--- config.mk ---
export PLATFORM = sky130hd
export DESIGN_NAME = line_dot_walker_core
export DESIGN_NICKNAME = d
export VERILOG_FILES = /design/src/hw/rtl/ldw_pkg.sv /design/src/hw/rtl/ldw_serial_div.sv /design/src/hw/rtl/line_dot_walker_core.sv
export VERILOG_INCLUDE_DIRS = /design/src /design/src/hw/rtl
export SDC_FILE = /design/constraint.sdc
export NUM_CORES = 1
export LEC_CHECK = 0
export ABC_AREA = 1
export BUFFER_PORTS_ARGS = -buffer_cell sky130_fd_sc_hd__buf_2
export CAP_MARGIN = 20
export CORE_UTILIZATION = 24
export CTS_BUF_LIST = sky130_fd_sc_hd__clkbuf_8 sky130_fd_sc_hd__clkbuf_16
export CTS_CLUSTER_SIZE = 28
export DETAILED_ROUTE_END_ITERATION = 10
export GPL_ROUTABILITY_DRIVEN = 0
export REMOVE_ABC_BUFFERS = 1
export SETUP_SLACK_MARGIN = 0.3
export SLEW_MARGIN = 20
export SYNTH_ARGS = -nofsm -noshare
export SYNTH_HDL_FRONTEND = slang
export SYNTH_SLANG_ARGS = --single-unit
export TNS_END_PERCENT = 10
--- constraint.sdc ---
create_clock -name clock -period 8.3 [get_ports clock]
set_input_delay 1.66 -clock clock [delete_from_list [all_inputs] [get_ports clock]]
set_output_delay 1.66 -clock clock [all_outputs]
set_load 0.03 [all_outputs]
--- src/hw/rtl/line_dot_walker_core_assert.svh ---
// ---------------------------------------------------------------------------
// line_dot_walker_core_assert.svh
// Assertion macros shared by the line dot walker RTL.
// ---------------------------------------------------------------------------
`ifndef LINE_DOT_WALKER_CORE_ASSERT_SVH
`define LINE_DOT_WALKER_CORE_ASSERT_SVH

// Condition implies consequence in the same cycle.
`define LDW_ASSERT_SAME(label, clk, rst, cond, cons) \
   label: assert property (@(posedge clk) disable iff (rst) (cond) |-> (cons)) \
      else $error("line dot walker: same-cycle check failed");

// Condition implies consequence in the following cycle.
`define LDW_ASSERT_NEXT(label, clk, rst, cond, cons) \
   label: assert property (@(posedge clk) disable iff (rst) (cond) |=> (cons)) \
      else $error("line dot walker: next-cycle check failed");

`endif

--- src/hw/rtl/ldw_pkg.sv ---
// ---------------------------------------------------------------------------
// ldw_pkg
// Types and constants of the line dot walker.
// ---------------------------------------------------------------------------
package ldw_pkg;

   // Quotient width of the serial divider; one quotient bit per cycle
   localparam int QUO_W     = 7;
   localparam int PROD_W    = 2 * QUO_W;
   localparam int DIV_STEPS = QUO_W;
   localparam int CNT_W     = 3;

   // Request opcodes
   localparam logic OP_START = 1'b0;
   localparam logic OP_NEXT  = 1'b1;

   // How the dots of a line are found
   typedef enum logic [1:0] {
      MODE_VERT  = 2'd0,
      MODE_HORZ  = 2'd1,
      MODE_SHAL  = 2'd2,
      MODE_STEEP = 2'd3
   } line_mode_type;

   // Divider request
   typedef struct packed {
      logic              start;
      logic [PROD_W-1:0] dividend;
      logic [QUO_W-1:0]  divisor;
   } div_ctl_type;

   // Divider result
   typedef struct packed {
      logic             done;
      logic [QUO_W-1:0] quotient;
      logic             rem_nz;
   } div_sts_type;

endpackage

--- src/hw/rtl/ldw_serial_div.sv ---
// ---------------------------------------------------------------------------
// ldw_serial_div
// Restoring divider, one quotient bit per cycle. The dividend must be
// below divisor * 2^QUO_W, so its upper half seeds the partial remainder.
// ---------------------------------------------------------------------------
`include "line_dot_walker_core_assert.svh"

module ldw_serial_div (
   input  logic                 clock,
   input  logic                 reset,
   input  ldw_pkg::div_ctl_type ctl,
   output ldw_pkg::div_sts_type sts
);

   localparam int QW = ldw_pkg::QUO_W;
   localparam int CW = ldw_pkg::CNT_W;

   logic          busy_ff, busy_in;
   logic          done_ff, done_in;
   logic [CW-1:0] cnt_ff, cnt_in;
   logic [QW-1:0] rem_ff, rem_in;
   logic [QW-1:0] shf_ff, shf_in;
   logic [QW-1:0] quo_ff, quo_in;
   logic [QW-1:0] den_ff, den_in;

   logic [QW:0]   trial;
   logic [QW:0]   diff;
   logic          fits;
   logic          last_step;

   // One restoring step: bring down the next dividend bit, try the subtract
   always_comb begin
      trial     = {rem_ff, shf_ff[QW-1]};
      diff      = trial - {1'b0, den_ff};
      fits      = trial >= {1'b0, den_ff};
      last_step = cnt_ff == CW'(ldw_pkg::DIV_STEPS - 1);
   end

   // Next values
   always_comb begin
      busy_in = busy_ff;
      done_in = 1'b0;
      cnt_in  = cnt_ff;
      rem_in  = rem_ff;
      shf_in  = shf_ff;
      quo_in  = quo_ff;
      den_in  = den_ff;
      if (ctl.start) begin
         busy_in = 1'b1;
         cnt_in  = '0;
         rem_in  = ctl.dividend[ldw_pkg::PROD_W-1:QW];
         shf_in  = ctl.dividend[QW-1:0];
         den_in  = ctl.divisor;
         quo_in  = '0;
      end else if (busy_ff) begin
         cnt_in = cnt_ff + CW'(1);
         rem_in = fits ? diff[QW-1:0] : trial[QW-1:0];
         shf_in = {shf_ff[QW-2:0], 1'b0};
         quo_in = {quo_ff[QW-2:0], fits};
         if (last_step) begin
            busy_in = 1'b0;
            done_in = 1'b1;
         end
      end
   end

   // Control
   always_ff @(posedge clock) begin
      if (reset) begin
         busy_ff <= 1'b0;
         done_ff <= 1'b0;
         cnt_ff  <= '0;
      end else begin
         busy_ff <= busy_in;
         done_ff <= done_in;
         cnt_ff  <= cnt_in;
      end
   end

   // Datapath
   always_ff @(posedge clock) begin
      rem_ff <= rem_in;
      shf_ff <= shf_in;
      quo_ff <= quo_in;
      den_ff <= den_in;
   end

   assign sts.done     = done_ff;
   assign sts.quotient = quo_ff;
   assign sts.rem_nz   = |rem_ff;

   `LDW_ASSERT_NEXT(a_div_start_busy, clock, reset, ctl.start, busy_ff)
   `LDW_ASSERT_SAME(a_div_rem_below, clock, reset, busy_ff, rem_ff < den_ff)
   `LDW_ASSERT_NEXT(a_div_done_after_last, clock, reset,
                    busy_ff && last_step && !ctl.start, done_ff && !busy_ff)

endmodule

--- src/hw/rtl/line_dot_walker_core.sv ---
// ---------------------------------------------------------------------------
// line_dot_walker_core
// Walks the dots of a straight line on a page-organized display, one dot
// per beat of an active line. A start beat loads it and gives its first dot.
// ---------------------------------------------------------------------------
//  channel  ports            direction  handshake
//  request  req_*            in         req_valid / req_ready
//  response rsp_*            out        rsp_valid / rsp_ready
//
// Sloped lines: each accepted beat runs through ST_MUL (product), the
// bit-serial divider in ST_DIV (until its done hand-off) and ST_FIN
// (output load). Vertical and horizontal lines go from ST_MUL to ST_FIN.
// One beat in flight; req_ready is high only while no beat is at work.
// The output register lets a finished dot wait while the next beat runs;
// a dot that finds it full holds in the final state until rsp_ready.
// Synchronous active-high reset clears the walker and the output valid.
// ---------------------------------------------------------------------------
`include "line_dot_walker_core_assert.svh"

module line_dot_walker_core #(
   parameter int SCREEN_WIDTH  = 128,
   parameter int SCREEN_HEIGHT = 64
) (
   input  logic       clock,
   input  logic       reset,

   input  logic       req_valid,
   output logic       req_ready,
   input  logic       req_op,
   input  logic [6:0] req_x_start,
   input  logic [5:0] req_y_start,
   input  logic [6:0] req_x_end,
   input  logic [5:0] req_y_end,
   input  logic       req_draw,
   input  logic [7:0] req_stride,

   output logic       rsp_valid,
   input  logic       rsp_ready,
   output logic [6:0] rsp_column,
   output logic [2:0] rsp_page,
   output logic [7:0] rsp_page_byte,
   output logic       rsp_last
);

   localparam logic [8:0] X_LIM = 9'(SCREEN_WIDTH - 1);
   localparam logic [8:0] Y_LIM = 9'(SCREEN_HEIGHT - 1);
   localparam int         QW    = ldw_pkg::QUO_W;

   typedef enum logic [3:0] {
      ST_IDLE = 4'b0001,
      ST_MUL  = 4'b0010,
      ST_DIV  = 4'b0100,
      ST_FIN  = 4'b1000
   } state_type;

   state_type              state_ff, state_in;
   logic                   active_ff, active_in;
   ldw_pkg::line_mode_type mode_ff;
   logic [6:0]             pos_ff;
   logic [6:0]             end_ff;
   logic [6:0]             ax_ff;
   logic [5:0]             ay_ff;
   logic [6:0]             dx_ff;
   logic [5:0]             ady_ff;
   logic                   dy_neg_ff;
   logic                   draw_ff;
   logic [7:0]             stride_ff;

   logic                   rsp_valid_ff, rsp_valid_in;
   logic [6:0]             column_ff;
   logic [2:0]             page_ff;
   logic [7:0]             page_byte_ff;
   logic                   last_ff;

   logic                   req_fire;
   logic                   start_fire;
   logic                   fin_load;
   logic                   sloped;

   ldw_pkg::div_ctl_type   div_ctl;
   ldw_pkg::div_sts_type   div_sts;

   // Start beat: clamp, order endpoints by x, classify
   logic [6:0]             xs_c, xe_c, xa, xb;
   logic [5:0]             ys_c, ye_c, ya, yb;
   logic                   swap;
   logic [6:0]             st_dx;
   logic [5:0]             st_ady;
   logic                   st_dy_neg;
   ldw_pkg::line_mode_type st_mode;
   logic [6:0]             st_pos, st_end;
   logic [7:0]             st_stride;

   always_comb begin
      xs_c      = ({2'b00, req_x_start} > X_LIM) ? X_LIM[6:0] : req_x_start;
      xe_c      = ({2'b00, req_x_end} > X_LIM)   ? X_LIM[6:0] : req_x_end;
      ys_c      = ({3'b000, req_y_start} > Y_LIM) ? Y_LIM[5:0] : req_y_start;
      ye_c      = ({3'b000, req_y_end} > Y_LIM)   ? Y_LIM[5:0] : req_y_end;
      swap      = xs_c > xe_c;
      xa        = swap ? xe_c : xs_c;
      xb        = swap ? xs_c : xe_c;
      ya        = swap ? ye_c : ys_c;
      yb        = swap ? ys_c : ye_c;
      st_dx     = xb - xa;
      st_dy_neg = yb < ya;
      st_ady    = st_dy_neg ? (ya - yb) : (yb - ya);
      if (st_dx == '0) begin
         st_mode = ldw_pkg::MODE_VERT;
      end else if (st_ady == '0) begin
         st_mode = ldw_pkg::MODE_HORZ;
      end else if ({1'b0, st_ady} < st_dx) begin
         st_mode = ldw_pkg::MODE_SHAL;
      end else begin
         st_mode = ldw_pkg::MODE_STEEP;
      end
      if (st_mode == ldw_pkg::MODE_HORZ || st_mode == ldw_pkg::MODE_SHAL) begin
         st_pos = xa;
         st_end = xb;
      end else begin
         st_pos = {1'b0, st_dy_neg ? yb : ya};
         st_end = {1'b0, st_dy_neg ? ya : yb};
      end
      st_stride = (req_stride == '0) ? 8'd1 : req_stride;
   end

   assign req_ready  = state_ff == ST_IDLE;
   assign req_fire   = req_valid && req_ready;
   assign start_fire = req_fire && (req_op == ldw_pkg::OP_START);
   assign sloped     = mode_ff == ldw_pkg::MODE_SHAL || mode_ff == ldw_pkg::MODE_STEEP;
   assign fin_load   = state_ff == ST_FIN && (!rsp_valid_ff || rsp_ready);

   // Product along the stepped axis, then divide by the driving delta
   logic [QW-1:0] mul_a, mul_b;

   always_comb begin
      if (mode_ff == ldw_pkg::MODE_SHAL) begin
         mul_a           = {1'b0, ady_ff};
         mul_b           = pos_ff - ax_ff;
         div_ctl.divisor = dx_ff;
      end else begin
         mul_a           = dx_ff;
         mul_b           = dy_neg_ff ? ({1'b0, ay_ff} - pos_ff) : (pos_ff - {1'b0, ay_ff});
         div_ctl.divisor = {1'b0, ady_ff};
      end
      div_ctl.dividend = mul_a * mul_b;
      div_ctl.start    = state_ff == ST_MUL && sloped;
   end

   ldw_serial_div u_div (
      .clock (clock),
      .reset (reset),
      .ctl   (div_ctl),
      .sts   (div_sts)
   );

   // Dot coordinates from the quotient (sloped lines) or from the position alone
   logic [7:0] row_up, row_dn, col_sum;
   logic [6:0] dot_col;
   logic [5:0] dot_row;
   logic [8:0] pos_next;
   logic       dot_last;

   always_comb begin
      row_up  = {2'b00, ay_ff} + {1'b0, div_sts.quotient};
      row_dn  = {2'b00, ay_ff} - {1'b0, div_sts.quotient} - {7'd0, div_sts.rem_nz};
      col_sum = {1'b0, ax_ff} + {1'b0, div_sts.quotient};
      case (mode_ff)
         ldw_pkg::MODE_VERT: begin
            dot_col = ax_ff;
            dot_row = pos_ff[5:0];
         end
         ldw_pkg::MODE_HORZ: begin
            dot_col = pos_ff;
            dot_row = ay_ff;
         end
         ldw_pkg::MODE_SHAL: begin
            dot_col = pos_ff;
            dot_row = dy_neg_ff ? row_dn[5:0] : row_up[5:0];
         end
         default: begin
            dot_col = col_sum[6:0];
            dot_row = pos_ff[5:0];
         end
      endcase
      pos_next = {2'b00, pos_ff} + {1'b0, stride_ff};
      dot_last = pos_next > {2'b00, end_ff};
   end

   // Sequencer
   always_comb begin
      state_in  = state_ff;
      active_in = active_ff;
      case (state_ff)
         ST_IDLE: begin
            if (start_fire) begin
               state_in  = ST_MUL;
               active_in = 1'b1;
            end else if (req_fire && active_ff) begin
               state_in = ST_MUL;
            end
         end
         ST_MUL: begin
            state_in = sloped ? ST_DIV : ST_FIN;
         end
         ST_DIV: begin
            if (div_sts.done) begin
               state_in = ST_FIN;
            end
         end
         ST_FIN: begin
            if (fin_load) begin
               state_in = ST_IDLE;
               if (dot_last) begin
                  active_in = 1'b0;
               end
            end
         end
         default: begin
            state_in = ST_IDLE;
         end
      endcase
   end

   always_ff @(posedge clock) begin
      if (reset) begin
         state_ff  <= ST_IDLE;
         active_ff <= 1'b0;
         mode_ff   <= ldw_pkg::MODE_VERT;
      end else begin
         state_ff  <= state_in;
         active_ff <= active_in;
         if (start_fire) begin
            mode_ff <= st_mode;
         end
      end
   end

   // Line registers
   always_ff @(posedge clock) begin
      if (start_fire) begin
         pos_ff    <= st_pos;
         end_ff    <= st_end;
         ax_ff     <= xa;
         ay_ff     <= ya;
         dx_ff     <= st_dx;
         ady_ff    <= st_ady;
         dy_neg_ff <= st_dy_neg;
         draw_ff   <= req_draw;
         stride_ff <= st_stride;
      end else if (fin_load && !dot_last) begin
         pos_ff <= pos_next[6:0];
      end
   end

   // Output register
   always_comb begin
      rsp_valid_in = rsp_valid_ff;
      if (fin_load) begin
         rsp_valid_in = 1'b1;
      end else if (rsp_ready) begin
         rsp_valid_in = 1'b0;
      end
   end

   always_ff @(posedge clock) begin
      if (reset) begin
         rsp_valid_ff <= 1'b0;
      end else begin
         rsp_valid_ff <= rsp_valid_in;
      end
   end

   always_ff @(posedge clock) begin
      if (fin_load) begin
         column_ff    <= dot_col;
         page_ff      <= dot_row[5:3];
         page_byte_ff <= draw_ff ? (8'd1 << dot_row[2:0]) : 8'd0;
         last_ff      <= dot_last;
      end
   end

   assign rsp_valid     = rsp_valid_ff;
   assign rsp_column    = column_ff;
   assign rsp_page      = page_ff;
   assign rsp_page_byte = page_byte_ff;
   assign rsp_last      = last_ff;

   `LDW_ASSERT_SAME(a_done_in_div, clock, reset, div_sts.done, state_ff == ST_DIV)
   `LDW_ASSERT_NEXT(a_rsp_from_fin, clock, reset,
                    !rsp_valid_ff && state_ff != ST_FIN, !rsp_valid_ff)
   `LDW_ASSERT_NEXT(a_last_drops_line, clock, reset,
                    fin_load && dot_last, !active_ff && rsp_last && rsp_valid)

endmodule
* Word-level counts from Yosys, hierarchy flattened
Index checks and enable logic that the tools add are counted.
** Operators by class
- Add/subtract/negate cells :: 13
- $mul :: 1
- Order comparisons :: 5
- Equal/unequal tests :: 15
- Shifts and indexed selects :: 1
- Multiplexer cells :: 42
- Bitwise logic cells :: 2
- Reduce and logical (&&, ||, !) cells :: 25
** Operators with widths (number)
- two-way mux 7 bit :: 13
- two-way mux 6 bit :: 8
- subtractor 7 bit :: 3
- two-way mux 4 bit :: 5
- subtractor 6 bit :: 3
- one-hot mux 4 bit (4 select lines) :: 1
- multiplier 7 x 7 -> 14 bit :: 1
- one-hot mux 7 bit (2 select lines) :: 1
- one-hot mux 6 bit (2 select lines) :: 1
- two-way mux 1 bit :: 10
- adder 7 x 8 -> 9 bit :: 1
- greater-than comparator 9 x 7 -> 1 bit :: 1
- greater-or-equal comparator 8 x 7 -> 1 bit :: 1
- logical NOT 8 bit :: 1
- nonzero test 2 bit :: 4
- left shift 1 x 3 -> 8 bit, first input constant :: 1
- adder 7 bit :: 1
- greater-than comparator 7 bit :: 1
- logical NOT 7 bit :: 1
- less-than comparator 6 x 7 -> 1 bit :: 1
- OR reduction 7 bit :: 1
- subtractor 6 x 7 -> 7 bit :: 1
- subtractor 7 x 6 -> 7 bit :: 1
- adder 6 bit :: 1
- other kinds (25) :: 41
** Storage, ports and cells
- Flip-flop bits (word level) :: 110
- Input bits :: 40
- Output and inout port bits :: 21
- Word-level logic and storage cells :: 130

* Logic depth before layout (Yosys ltp)
Gate-level depths: netlist of run 1.
- Depth in word-level cells :: 12
- Mapped depth :: 36
- Gate-level depth less buffers :: 36

* Cells and area by module
A second synthesis of run 1 with hierarchy kept.
** Second synthesis, totals
- Cells, all modules :: 1299
- Area, all modules :: 10114.7 um^2
** By module, submodules not included
- line_dot_walker_core :: instances 1, cells each 1096, area each 8376.8 um^2
- ldw_serial_div :: instances 1, cells each 203, area each 1737.9 um^2

* Worst setup path before layout of run 1
OpenSTA, ideal clock, no wires.
- Path kind :: reg2reg
- Start point :: register pos_ff[1]
- End point :: register u_div.rem_ff[6], data pin
- Library setup time :: 0.280 ns
- Arrival :: 6.231 ns
- Path slack :: 1.789 ns
- Cell stages (with the launch flop) :: 33
- Cells stage by stage :: edfxtp_1 -> inv_1 -> fa_1 -> a211oi_1 -> nor2_1 -> a2bb2oi_1 -> nor2_1 -> o21ai_0 -> nand3_1 -> o21ai_0 -> nand2_1 -> or2_2 -> fa_1 -> fa_1 -> inv_1 -> fa_1 -> inv_1 -> fa_1 -> inv_1 -> ha_1 -> a21oi_1 -> o21ai_0 -> a21oi_1 -> inv_1 -> a21oi_1 -> o21ai_0 -> nand2_1 -> inv_1 -> o21ai_0 -> nand2_1 -> or2_2 -> nand3_1 -> o21ai_0
** On the way
- Longest elaborated chain between the ends :: 5
- Elaborated cells between the ends (all ways) :: 7
- Those cells by class :: add/sub: 3; mul: 1; mux: 3
** RTL lines
- start, declared :: RTL line line_dot_walker_core.sv:59 : logic [6:0] pos_ff;
- start signal, assigned :: RTL line line_dot_walker_core.sv:241 : pos_ff <= st_pos;
- start signal, assigned :: RTL line line_dot_walker_core.sv:251 : pos_ff <= pos_next[6:0];
- subtractor 7 x 6 -> 7 bit or subtractor 6 x 7 -> 7 bit (tied branches) :: RTL line line_dot_walker_core.sv:142 : mul_b = dy_neg_ff ? ({1'b0, ay_ff} - pos_ff) : (pos_ff - {1'b0, ay_ff});
- two-way mux 7 bit :: RTL line line_dot_walker_core.sv:142
- two-way mux 7 bit (*) :: RTL line line_dot_walker_core.sv:136 : if (mode_ff == ldw_pkg::MODE_SHAL) begin
- multiplier 7 x 7 -> 14 bit (*) :: RTL line line_dot_walker_core.sv:145 : div_ctl.dividend = mul_a * mul_b;
- two-way mux 7 bit (*) :: RTL line ldw_serial_div.sv:48 : if (ctl.start) begin
- net u_div.rem_in[6] :: RTL line ldw_serial_div.sv:21 : logic [QW-1:0] rem_ff, rem_in;
- end signal, assigned :: RTL line ldw_serial_div.sv:82 : rem_ff <= rem_in;
- end, declared :: RTL line ldw_serial_div.sv:21
Mark *: on every way through the listed nets, which the timed path passes. The rest lies on a longest branch.
A chain may end at the register's enable or synchronous reset.

* Worst setup path in the final report of run 1
Ends and elaborated chain as after synthesis.

==> impl_results.md, run 1 <==
- Antenna Violating Nets Remaining: 0
- Post-synth EDFFs: 90
- Seq/Total Area, Yosys: 31.2%
- Status: finished clean
- Setup ws final: 1.19 ns
- Fmax: 141 MHz
- Leakage power: 5.39 nW
- Mapped Area: 9950 µm²
- CTS buffer count: 9
- Leading area contributor after synthesis: edfxtp_1
- DP Area: 10800 µm²
- GRT Overall Usage: 11.8%
- Period utilisation layout: 85.7%
- Placed Cells: 1840
- DP HPWL: 20400 µm
- Slew margin rel.: 32.7%
- Maxcap violations: 0
- Clock transition at the registers of the reported paths: 0.09 ns
- Crit. End Element: flop
- Die Height: 206 µm
- # diodes: 0
- H-tree Lvls: 3
- Syn. warnings: 0
- Arrival @ worst endpoint: 7.18 ns
- 1st-iter DRT viols: 551
- Final Util: 27.1%
- Initial antenna violation count: 0
- Area share of the largest cell type after synthesis: 27.2%
- Minimum clock period after layout: 7.11 ns
- Initial Utilization: 24.4%
- Setup violations, final: 0
- Yosys reg bits: 110
- Final net count: 1503
- TritonRoute pass-1 iters: 6
- Die span in x: 206 µm
- Post-synth ARST share: 0%
- Total power: 4.05 mW
- # hold bufs at CTS: 0
- # DRC: 0
- CTS Sinks: 110
- Post-CTS Setup Inserts: 0
- CTS tree: done
- Row count: 74
- Post-synth cell types: 54
- Worst Tran Pin Value: 1.01 ns
- Synth area leaders: edfxtp_1, ha_1, nand2_1, inv_1, fa_1
- Area Overhead vs Synth: 11.3%
- WHS: 0.473 ns
- Hold WC Path Type: flop to flop
- Post-CTS sizing: 0
- IO Pins: 61
- Synth Flop Type: edfxtp_1
- Fin. Hold Viols: 0
- Critical Path RT: 8.37 ns
- Die area: 42300 µm²
- Worst-path fanout max: 7
- Setup TNS: 0 ns
- Core ar.: 40800 µm²
- Vias/cell: 4.44
- Gr ovfl total: 0
- Vias in the first global route: 8016
- Critical setup path kind: flop to flop
- Fin Clk Skew: 0.0175 ns
- Post-synthesis cell count: 1274
- Fin area: 11100 µm²
- Max VDD drop: 0.294 mV
- Final max-slew violation count: 0
- Root Buffer: clkbuf_16
- Final Non-Filler Cells: 1856
- Port Buf Inserts: 60
- Worst slack, placed: 1.26 ns
- Syn avg cell area: 7.81 µm²
- Largest net degree at the start of global routing: 54
- Worst-case clock buffer depth: 2
- First-pass GRT wire length: 39700 µm
- WL/cell: 13.1 µm
- CP max stage delay: 0.58 ns
- DR vias: 8249
- Share of cells above drive strength 1: 10.6%
- Fillcell total: 4325
- Crit-path slowest cell: edfxtp_1
- RSZ-0062 raised after global routing: false
- Pwr/cell area: 366 nW/µm²
- Worst skew pair latency: 0.36 ns
- Wirelength, routed: 24300 µm
- Crit start category: flop
-- critical path, delay by kind of cell (launching register included) --
family | cells | cell delay [ns]
adder cells (fa/ha/maj) | 6 | 2.93
AO/OA/AOI/OAI | 11 | 1.63
buffers and inverters | 6 | 0.43
AND/OR/NAND/NOR | 9 | 1.22
flip-flops | 1 | 0.58
-- worst paths after layout --
check	start	to	slack, ns	cells past startpoint
max reg2reg	pos_ff[1]$_DFFE_PP_	u_div.rem_ff[6]$_DFFE_PP_	1.19	32
min reg2reg	active_ff$_SDFFE_PP0P_	active_ff$_SDFFE_PP0P_	0.47	2
max	pos_ff[1]$_DFFE_PP_	u_div.rem_ff[6]$_DFFE_PP_	1.19	32
min	active_ff$_SDFFE_PP0P_	active_ff$_SDFFE_PP0P_	0.47	2
-- power by group --
part	leakage [nW]	switching [mW]	internal, mW
combinational	4.26	1.75	1.09
clock	0.147	0.220	0.212
sequential	0.986	0.0692	0.711
-- synth_stat cells, types with 16 or more instances --
library cell	n
a21oi_1	63
clkbuf_1	21
dfxtp_1	20
edfxtp_1	90
fa_1	33
ha_1	111
inv_1	229
nand2_1	272
nand2_2	16
nand3_1	60
nor2_1	103
o21ai_0	83
xor2_1	22
-- placed cells by master (no fill, tap or decap), types with 9 or more instances in the layout --
cell type and instances:
ha_1 111, nand3_1 60, nand2_2 16, dfxtp_1 20, nor3_1 9, clkbuf_16 9, buf_2 60, nor2_1 102
edfxtp_1 90, o21ai_0 83, nand4_1 12, inv_1 230, fa_1 33, xor2_1 22, nand2_1 272, a21oi_1 63
o21ai_1 15, a22oi_1 10, or2_2 12
-- cells by family (layout without fill, tap and decap cells) --
family                     Yosys count  after routing  share of synthesized area, %
muxes                                1              1                         0.101
buffers and inverters              266            316                          10.7
and+or+nand+nor                    510            510                          22.7
adders and majority gates          144            144                          20.6
AOI/OAI and AO/OA                  213            213                          12.1
xor gates and xnor gates            30             30                          2.64
DFF                                110            110                          31.2
-- per-layer routing --
metal | routed length (µm) | track usage [%] | vias up
met5 | 0 | 0 | -
met3 | 895 | 1.68 | 38
met4 | 715 | 5.00 | 0
met2 | 10500 | 18.3 | 177
met1 | 12100 | 16.2 | 3796
li1 | - | - | 4238
-- cell type report --
class,instances,area [µm²],share of cell area (%)
Clock inverter,7,66.3,0.599
Inverter,236,886,8.00
Multi-Input combinational cell,898,5800,52.4
Tap cell,532,666,6.01
Clock buffer,9,225,2.03
Timing Repair Buffer,64,330,2.98
Sequential cell,110,3100,28.0
Note: power is estimated with default switching activity, not from simulation.
==> run 2, diff against run 1 <==
--- a/config.mk
+++ b/config.mk
@@ -6,7 +6,6 @@
 export SDC_FILE = /design/constraint.sdc
 export NUM_CORES = 1
 export LEC_CHECK = 0
-export ABC_AREA = 1
 export BUFFER_PORTS_ARGS = -buffer_cell sky130_fd_sc_hd__buf_2
 export CAP_MARGIN = 20
 export CORE_UTILIZATION = 24
==> run 2 against run 1 <==
Sequential share of layout area decreased by 0.063 points. Hold slack gained 0.012 ns. Flip-flop and latch count did not move. Largest cell class unchanged. Largest power group unchanged. Global-route usage grew 0.18 points. Non-clock buffer count grew 8. Synthesized area fell by 0.30%.
==> impl_results.md, run 2 <==
- Crit. End Element: flop
- Wirelength, routed: 24700 µm
- Die Height: 205 µm
- Maxcap violations: 0
- Yosys reg bits: 110
- R2R depth: 27
- Row count: 74
- Fmax: 141 MHz
- Port Buf Inserts: 60
- Final net count: 1295
- Worst Tran Pin Value: 0.921 ns
- TritonRoute pass-1 iters: 5
- Worst-path fanout max: 10
- Setup ws final: 1.23 ns
- Post-synth cell types: 74
- Share of cells above drive strength 1: 12.4%
- # DRC: 0
- Total power: 4.54 mW
- Storage cell area: 3100 µm²
- H-tree Lvls: 3
- Die area: 42200 µm²
- Clock transition at the registers of the reported paths: 0.08 ns
- Minimum clock period after layout: 7.07 ns
- Placed Cells: 1632
- Setup violations, final: 0
- Syn avg cell area: 9.27 µm²
- Synth area leaders: edfxtp_1, ha_1, fa_1, nor2_1, inv_1
- Core ar.: 40800 µm²
- Busiest grt layer: met2
- IO Pins: 61
- 1st-iter DRT viols: 593
- DP Area: 10800 µm²
- WHS: 0.485 ns
- Syn. warnings: 0
- Setup crit start: ay_ff[1]$_DFFE_PP_
- Mapped Area: 9920 µm²
- Met1 track demand over resource: 16.3%
- Fin area: 11100 µm²
- Vias in the first global route: 7560
- Period utilisation layout: 85.2%
- Initial Utilization: 24.3%
- Critical setup path kind: flop to flop
- Root Buffer: clkbuf_16
- Post-synth ARST share: 0%
- Leading area contributor after synthesis: edfxtp_1
- Fin Clk Skew: 0.0106 ns
- GR Util met2: 18.9%
- DP HPWL: 19500 µm
- Pwr/cell area: 409 nW/µm²
- Capture point of the worst path: u_div.rem_ff[6]$_DFFE_PP_
- Antenna Violating Nets Remaining: 0
- Post-synth EDFFs: 90
- Final max-slew violation count: 0
- Gr ovfl total: 0
- RSZ-0062 raised after global routing: false
- WL/cell: 14.9 µm
- Critical R2R Launch: ay_ff[1]$_DFFE_PP_
- Area Overhead vs Synth: 11.9%
- Max VDD drop: 0.494 mV
- Seq/Total Area, Yosys: 31.3%
- Status: finished clean
- Synth cell count leaders: nor2_1, ha_1, inv_1
- CTS buffer count: 9
- Worst skew pair latency: 0.37 ns
- Multi-input logic area: 6230 µm²
- Synth Flop Type: edfxtp_1
- Post-synthesis cell count: 1070
- DR vias: 7837
- Crit start category: flop
- Final Non-Filler Cells: 1649
- Leakage power: 4.63 nW
- Final Util: 27.2%
- Hold WC Path Type: flop to flop
- Worst hold path startpoint: active_ff$_SDFFE_PP0P_
- Fin. Hold Viols: 0
- First-pass GRT wire length: 39700 µm
- Area share of the largest cell type after synthesis: 27.2%
- R2r endpoint: u_div.rem_ff[6]$_DFFE_PP_
- Most frequent cell after synthesis: nor2_1
- Post-CTS Setup Inserts: 0
- Initial antenna violation count: 1
- Setup TNS: 0 ns
- Die span in x: 205 µm
- GRT Overall Usage: 12.0%
- Slew margin rel.: 38.4%
- Commonest cells after routing, fill and taps aside: nor2_1, ha_1, inv_1
- Flop2flop setup slack: 1.23 ns
- Largest net degree at the start of global routing: 37
- Post-CTS sizing: 0
- Fillcell total: 4264
- Critical Path RT: 8.42 ns
- Met3 Use GR: 1.47%
- Worst slack, placed: 1.16 ns
- CTS tree: done
- # hold bufs at CTS: 0
- CTS Sinks: 110
- Vias/cell: 4.75
- Arrival @ worst endpoint: 7.19 ns
- Commonest non-fill, non-tap cell in the layout: nor2_1
- Worst-case clock buffer depth: 2
[run 2: cell types whose count changed after synthesis, sizes merged, moves of 11 or more]
cell / change
nor2b: +22
nand3: -60
mux2: +22
a21oi: +16
a21o: +16
xnor2: +31
o21ai: -48
inv: -127
mux2i: +27
nand2: -214
nand2b: +20
a211oi: +11
[run 2: worst min path at each step]
stage               slack (ns)                     end  depth (start not counted)
finish                    0.49  active_ff$_SDFFE_PP0P_                          2
CTS                       0.49  active_ff$_SDFFE_PP0P_                          2
floorplan                 0.44  active_ff$_SDFFE_PP0P_                          2
global placement          0.46  active_ff$_SDFFE_PP0P_                          2
global route              0.52  active_ff$_SDFFE_PP0P_                          2
detailed placement        0.47  active_ff$_SDFFE_PP0P_                          2
[run 2: logic make-up (layout without fill, tap and decap cells)]
kind of cell             after synthesis  after routing  share of synthesized area (%)
multiplexers                          52             52                           5.78
AND/OR/NAND/NOR                      303            303                           14.3
XOR/XNOR                              56             56                           4.94
buffers and inverters                151            197                           5.94
AO/OA/AOI/OAI                        251            251                           16.8
other                                  0              1                              0
adder cells (fa/ha/maj)              147            147                           21.0
flip-flops                           110            110                           31.3
[run 2: final cells by class]
type | instances | share of cell area [%]
Clock buffer | 9 | 2.03
Clock inverter | 7 | 0.676
Sequential cell | 110 | 27.9
Tap cell | 532 | 6.00
Inverter | 109 | 3.69
Multi-Input combinational cell | 809 | 56.1
Timing Repair Buffer | 72 | 3.52
Antenna cell | 1 | 0.0225
[run 2: layer usage]
layer / vias to the layer above / wire length [µm]
li1: 3834 / -
met1: 3774 / 11700
met2: 187 / 11200
met3: 42 / 967
met4: 0 / 745
met5: - / 0
[run 2: critical path: stages (launching register included)]
cell	delay, ns
edfxtp_1	0.68
inv_1	0.16
fa_1	0.43
a211o_1	0.29
a211oi_1	0.24
a21oi_1	0.10
a21o_1	0.23
nand2_1	0.06
a21oi_1	0.06
a21oi_1	0.17
xnor2_1	0.19
or2_2	0.35
fa_1	0.50
fa_1	0.54
inv_1	0.06
fa_1	0.53
inv_1	0.06
fa_1	0.52
inv_1	0.04
ha_1	0.29
a21oi_1	0.22
o21bai_1	0.09
a21oi_1	0.21
nor2b_1	0.08
o21a_1	0.18
o41a_1	0.32
xnor2_1	0.15
o21ai_0	0.08
[run 2: where the power goes]
part | internal, mW | switching (mW) | total (mW)
Sequential | 0.715 | 0.0829 | 0.798
Clock | 0.214 | 0.231 | 0.444
Combinational | 1.45 | 1.85 | 3.30
Total | 2.38 | 2.16 | 4.54
